**src/hdl/dds_pkg.sv**
```systemverilog
// Shared types, constants and functions for the decimal denomination split.
// Used by the controller, the datapath, the top level and the checker.
package dds_pkg;

   localparam int AMOUNT_WIDTH  = 64;
   localparam int DIGITS        = 20;
   localparam int BCD_WIDTH     = 4 * DIGITS;
   localparam int BITS_PER_STEP = 4;
   localparam int CONV_STEPS    = AMOUNT_WIDTH / BITS_PER_STEP;
   localparam int STEP_WIDTH    = $clog2(CONV_STEPS);
   localparam int PLACE_WIDTH   = $clog2(DIGITS);

   typedef logic [AMOUNT_WIDTH-1:0] amount_type;
   typedef logic [BCD_WIDTH-1:0]    bcd_type;
   typedef logic [PLACE_WIDTH-1:0]  place_type;
   typedef logic [STEP_WIDTH-1:0]   step_type;

   typedef enum logic [1:0] {
      ST_IDLE,
      ST_CONVERT,
      ST_EMIT
   } state_type;

   typedef struct packed {
      logic load;
      logic convert;
      logic advance;
      logic emit;
   } cmd_type;

   typedef struct packed {
      logic bcd_zero;
      logic digit_zero;
      logic out_free;
   } status_type;

   function automatic amount_type pow10(input place_type place);
      amount_type p;
      case (place)
         5'd0:    p = 64'd1;
         5'd1:    p = 64'd10;
         5'd2:    p = 64'd100;
         5'd3:    p = 64'd1000;
         5'd4:    p = 64'd10000;
         5'd5:    p = 64'd100000;
         5'd6:    p = 64'd1000000;
         5'd7:    p = 64'd10000000;
         5'd8:    p = 64'd100000000;
         5'd9:    p = 64'd1000000000;
         5'd10:   p = 64'd10000000000;
         5'd11:   p = 64'd100000000000;
         5'd12:   p = 64'd1000000000000;
         5'd13:   p = 64'd10000000000000;
         5'd14:   p = 64'd100000000000000;
         5'd15:   p = 64'd1000000000000000;
         5'd16:   p = 64'd10000000000000000;
         5'd17:   p = 64'd100000000000000000;
         5'd18:   p = 64'd1000000000000000000;
         5'd19:   p = 64'd10000000000000000000;
         default: p = 64'd0;
      endcase
      return p;
   endfunction

   // one shift-and-add-3 step of binary to BCD conversion
   function automatic bcd_type dabble_bit(input bcd_type b, input logic bit_in);
      bcd_type t;
      t = b;
      for (int i = 0; i < DIGITS; i++) begin
         if (t[4*i +: 4] >= 4'd5) begin
            t[4*i +: 4] = t[4*i +: 4] + 4'd3;
         end
      end
      return {t[BCD_WIDTH-2:0], bit_in};
   endfunction

endpackage

```
**src/hdl/dds_controller.sv**
```systemverilog
// Sequencer for the decimal denomination split: idle, convert, emit.
// Depends on dds_pkg; drives datapath commands from its status.
module dds_controller (
   input  logic               clock,
   input  logic               reset,
   input  logic               req_valid,
   output logic               req_ready,
   input  dds_pkg::status_type status,
   output dds_pkg::cmd_type    cmd
);
   import dds_pkg::*;

   state_type state_ff, state_in;
   step_type  step_ff, step_in;

   always_ff @(posedge clock) begin
      if (reset) begin
         state_ff <= ST_IDLE;
         step_ff  <= '0;
      end else begin
         state_ff <= state_in;
         step_ff  <= step_in;
      end
   end

   always_comb begin
      state_in = state_ff;
      step_in  = step_ff;
      case (state_ff)
         ST_IDLE: begin
            step_in = '0;
            if (req_valid) begin
               state_in = ST_CONVERT;
            end
         end
         ST_CONVERT: begin
            step_in = step_ff + 1'b1;
            if (step_ff == step_type'(CONV_STEPS - 1)) begin
               state_in = ST_EMIT;
            end
         end
         ST_EMIT: begin
            if (status.bcd_zero) begin
               state_in = ST_IDLE;
            end
         end
         default: state_in = ST_IDLE;
      endcase
   end

   always_comb begin
      cmd       = '0;
      req_ready = 1'b0;
      case (state_ff)
         ST_IDLE: begin
            req_ready = 1'b1;
            cmd.load  = req_valid;
         end
         ST_CONVERT: begin
            cmd.convert = 1'b1;
         end
         ST_EMIT: begin
            if (!status.bcd_zero) begin
               if (status.digit_zero) begin
                  cmd.advance = 1'b1;
               end else if (status.out_free) begin
                  cmd.emit    = 1'b1;
                  cmd.advance = 1'b1;
               end
            end
         end
         default: cmd = '0;
      endcase
   end

endmodule

```
**src/hdl/dds_datapath.sv**
```systemverilog
// Datapath: binary to BCD shifter, digit walker and result word register.
// Depends on dds_pkg; steered by dds_controller.
module dds_datapath (
   input  logic                 clock,
   input  logic                 reset,
   input  dds_pkg::cmd_type     cmd,
   output dds_pkg::status_type  status,
   input  dds_pkg::amount_type  req_amount,
   output logic                 rsp_valid,
   input  logic                 rsp_ready,
   output dds_pkg::amount_type  rsp_denomination,
   output logic                 rsp_last
);
   import dds_pkg::*;

   amount_type bin_ff, bin_in;
   bcd_type    bcd_ff, bcd_in;
   place_type  place_ff, place_in;
   amount_type denom_ff, denom_in;
   logic       last_ff, last_in;
   logic       valid_ff, valid_in;
   bcd_type    conv;
   logic [3:0] digit;

   assign digit = bcd_ff[3:0];

   always_comb begin
      conv = bcd_ff;
      for (int j = 0; j < BITS_PER_STEP; j++) begin
         conv = dabble_bit(conv, bin_ff[AMOUNT_WIDTH-1-j]);
      end
   end

   always_ff @(posedge clock) begin
      if (reset) begin
         valid_ff <= 1'b0;
      end else begin
         valid_ff <= valid_in;
      end
      bin_ff   <= bin_in;
      bcd_ff   <= bcd_in;
      place_ff <= place_in;
      denom_ff <= denom_in;
      last_ff  <= last_in;
   end

   always_comb begin
      bin_in   = bin_ff;
      bcd_in   = bcd_ff;
      place_in = place_ff;
      denom_in = denom_ff;
      last_in  = last_ff;
      valid_in = valid_ff && !rsp_ready;
      if (cmd.load) begin
         bin_in   = req_amount;
         bcd_in   = '0;
         place_in = '0;
      end
      if (cmd.convert) begin
         bin_in = {bin_ff[AMOUNT_WIDTH-BITS_PER_STEP-1:0], {BITS_PER_STEP{1'b0}}};
         bcd_in = conv;
      end
      if (cmd.emit) begin
         denom_in = amount_type'(pow10(place_ff) * digit);
         last_in  = (bcd_ff[BCD_WIDTH-1:4] == '0);
         valid_in = 1'b1;
      end
      if (cmd.advance) begin
         bcd_in   = {4'd0, bcd_ff[BCD_WIDTH-1:4]};
         place_in = place_ff + 1'b1;
      end
   end

   assign status.bcd_zero   = (bcd_ff == '0);
   assign status.digit_zero = (digit == 4'd0);
   assign status.out_free   = !valid_ff || rsp_ready;

   assign rsp_valid        = valid_ff;
   assign rsp_denomination = denom_ff;
   assign rsp_last         = last_ff;

endmodule

```
**src/hdl/decimal_denomination_split.sv**
```systemverilog
// Top level of the decimal denomination split.
// Depends on dds_pkg, dds_controller and dds_datapath.
//
// Usage:
//   req_ channel carries one 64-bit unsigned amount per word (req_amount).
//   rsp_ channel returns one word per nonzero decimal digit, least
//   significant place first: rsp_denomination = digit * 10^place, and
//   rsp_last marks the word from the most significant nonzero digit.
//   An amount of zero returns no words.
//   Timing: req_ready is high only while the block is idle. An accepted
//   amount first runs through the binary to BCD shifter (4 bits per
//   cycle), then the digit walker visits one decimal place per cycle up to
//   the top nonzero digit, pausing while a nonzero digit waits for the
//   output register, before the block is idle again.
//   The result word sits in an output register; while the receiver holds
//   rsp_ready low the walker pauses on the next nonzero digit.
//   Reset (synchronous, active high) returns to idle and drops any pending
//   result word.
module decimal_denomination_split (
   input  logic                clock,
   input  logic                reset,
   input  logic                req_valid,
   output logic                req_ready,
   input  dds_pkg::amount_type req_amount,
   output logic                rsp_valid,
   input  logic                rsp_ready,
   output dds_pkg::amount_type rsp_denomination,
   output logic                rsp_last
);
   import dds_pkg::*;

   cmd_type    cmd;
   status_type status;

   dds_controller u_ctrl (
      .clock     (clock),
      .reset     (reset),
      .req_valid (req_valid),
      .req_ready (req_ready),
      .status    (status),
      .cmd       (cmd)
   );

   dds_datapath u_dp (
      .clock            (clock),
      .reset            (reset),
      .cmd              (cmd),
      .status           (status),
      .req_amount       (req_amount),
      .rsp_valid        (rsp_valid),
      .rsp_ready        (rsp_ready),
      .rsp_denomination (rsp_denomination),
      .rsp_last         (rsp_last)
   );

endmodule

```
**config.mk**
```make
export PLATFORM = sky130hd
export DESIGN_NAME = decimal_denomination_split
export DESIGN_NICKNAME = d
export VERILOG_FILES = /design/src/hdl/dds_pkg.sv /design/src/hdl/dds_controller.sv /design/src/hdl/dds_datapath.sv /design/src/hdl/decimal_denomination_split.sv
export SDC_FILE = /design/constraint.sdc
export NUM_CORES = 1
export LEC_CHECK = 0
export ABC_AREA = 1
export BUFFER_PORTS_ARGS = -buffer_cell sky130_fd_sc_hd__clkbuf_2
export CAP_MARGIN = 40
export CORE_AREA = 2 2 208 210
export CTS_CLUSTER_SIZE = 25
export DETAILED_ROUTE_END_ITERATION = 10
export DIE_AREA = 0 0 210 212
export PLACE_DENSITY = 0.81
export SLEW_MARGIN = 15
export SYNTH_ARGS = -nofsm -noshare
export SYNTH_HDL_FRONTEND = slang
export SYNTH_SLANG_ARGS = --single-unit
```
**constraint.sdc**
```tcl
create_clock -name clock -period 8.6 [get_ports clock]
set_input_delay 0.43 -clock clock [delete_from_list [all_inputs] [get_ports clock]]
set_output_delay 0.43 -clock clock [all_outputs]
set_load 0.01 [all_outputs]
```
==> metrics <==
critical path endpoint category flip-flop; Core ar. roughly 0.043 mm^2; Max Buffers Root-to-Sink 3; CP bufs+invs 6; WP data arrival between 4 and 5 ns; Yosys warnings 0; final setup TNS 0 ns; final wirelength roughly 64000 um; R2R setup slack between 3 and 4 ns; FF/Latch Area roughly 0.0076 mm^2; post-cts resize count 0; share of the synthesized area in the top cell type 23.1%; RSZ-0062 raised after global routing no; minimum clock period roughly 4.6 ns; P&R area growth vs syn 8.95%; Maximum Capacitance Violations 0; GR Layer Usage met1 a little under two fifths; DRC viols 0; synth cell count leaders nand2_1 (1085), inv_1 (749), nand3_1 (338); Final Setup Violations 0; Seq/Total Area, Yosys 28.2%; crit-path cells buf_4, nand2_1, inv_1, fa_1, inv_1, fa_1, inv_1, ha_1, nand2_1, nor2_1, inv_1, nor2_1, inv_1, nor4_1, nand3_1, nand3_1, a21o_1, nand2_1, nand2_1, a21oi_1, xnor2_1; Synth area leader edfxtp_1; GRT Max-Usage Layer met2; crit-path most repeated cell inv_1; Syn Nets just over 4000; All-Layer GR Usage between 20% and 30%; clk_lat worst skew 0.59 ns; critical path type flip-flop to flip-flop; Syn Std Cell Area between 0.02 and 0.03 mm^2; M2 GR Usage about half; Hold Slack ~0.094 ns; cts-stage hold buffer count 0; H-tree levels 1; worst hold path class input port to flip-flop; CTS tree built; DR vias/cell between 5 and 6; status finished, final reports clean; met3 usage in global routing 3.03%; WP data required ~9 ns; Critical Path Max Stage Delay about 0.54 ns; Detail Placement HPWL 50200 um; gp weighted congestion between 1 and 1.5; Rows 76; initial antenna violation count 0; number of synthesized flops with an enable pin slightly above 200; CTS Buf Count 31; ANT nets after route 0; largest net degree at the start of global routing between 80 and 90; CTS sink cnt 275; Post-CTS Setup Bufs 0; fill count around 3700; post-DR wirelength/cell about 14 um; Final Cycle Share between 50 and 60%; syn_area_per_cell slightly above 7 um^2; Least-Margin Pin Slew 0.732 ns; DRT iter0 DRCs 2005; Cells after Synth between 3000 and 4000; Synth cell types between 50 and 60; fmax about 220 MHz; Horiz. Die Dim ~210 um; asr flop ratio synth 0%; DR vias ~25000; first-pass GRT wire length ~110000 um; Slew Viols, Final 0; CP max-delay cell fa_1; Startpoint Class flip-flop; Die Y-Extent between 200 and 250 um; Port-buffer cells around 130; Worst path top cell family by delay simple AND/OR/NAND/NOR gates; clock root cell clkbuf_16; share of layout cells above drive strength 1 under 10%; vias in the first global route roughly 23000; Top FF cell, synth edfxtp_1; Final Hold Vio Count 0; register bit total from synthesis between 200 and 300; Total Die Area ~0.045 mm^2; clock-pin transition on the worst setup and hold timing paths 0.06 ns; count leader, synth nand2_1; gr ovfl total 0; io pins between 100 and 150; Multi-input gate area 0.0161 mm^2; Initial Util 63.0%; Worst slew margin about half; synth top area cells edfxtp_1 (23%), nand2_1 (15%), inv_1 (10%); clock skew ~0.016 ns; final net count about 4300; DRT Pass-1 Iters 6; crit-path max FO between 50 and 60; antenna cells 0
[tightest hold or removal path, cell delays in order]
cell	delay [ns]
clkbuf_2	0.07
o21ai_0	0.07
nor2_1	0.07
[path summary, 6_finish.rpt]
path,depth (start not counted),startpoint,endpoint
hold / removal,3,req_amount[3],u_dp.bin_ff[3]
setup / recovery,21,u_dp.bcd_ff[3],u_dp.rsp_denomination[56]
hold reg to reg,2,u_ctrl.step_ff[1],u_ctrl.step_ff[1]
setup reg to reg,21,u_dp.bcd_ff[3],u_dp.rsp_denomination[56]
[kinds of logic after synthesis]
| kind of cell | after synthesis | synth area share, % |
|---|---|---|
| buf+inv | 824 | 11.7 |
| xor+xnor | 72 | 2.38 |
| fa+ha+maj | 309 | 17.5 |
| flops | 275 | 28.2 |
| simple gates | 1849 | 30.3 |
| compound gates | 432 | 9.95 |
[final cells by class]
cell class              count  share of cell area [%]
multi-input cells        2662                    55.2
flip-flops and latches    275                    25.9
repair buffers            150                    3.00
clock buffers              39                    2.83
clock inverters            19                   0.853
well taps                 546                    2.34
inverters                 765                    9.85
[metal layers]
| layer | share of wire, % | wire length [um] | vias to the layer above |
|---|---|---|---|
| met5 | 0 | 0 | - |
| met4 | 4.4 | 2860 | 0 |
| met3 | 5.6 | 3610 | 187 |
| met2 | 47 | 30200 | 834 |
| met1 | 43 | 27800 | 11200 |
| li1 | - | - | 12400 |
[through the flow]
step	cells	util [%]	instance area (um^2)	setup WS, ns
finish	4456	68.7	29200	3.98
global route	4456	68.7	29200	3.63
CTS	4455	68.6	29200	4.06
detailed placement	4397	66.1	28100	4.09
global placement	4393	65.9	28000	4.11
floorplan	3761	-	26800	2.49
[layout by cell type, fill, tap and decap left out, drive strengths merged, types with 4 or more instances in the layout]
cell type	count
buf	16
nand4	117
and3	4
o21ai	141
a31o	6
inv	768
xnor2	22
a21boi	4
ha	201
fa	108
nand3	345
o211ai	7
o22ai	21
nor2	151
or2	8
and2	54
nor3	17
o21bai	8
dfxtp	69
xor2	50
a31oi	29
clkinv	9
a21o	24
a21oi	116
bufinv	5
o21a	6
clkbuf	173
edfxtp	206
nand2	1132
nand3b	12
a22o	60
nor4	9
Power is not shown: default switching activity piles up to over one toggle a cycle in this logic, so the estimate is an artifact.
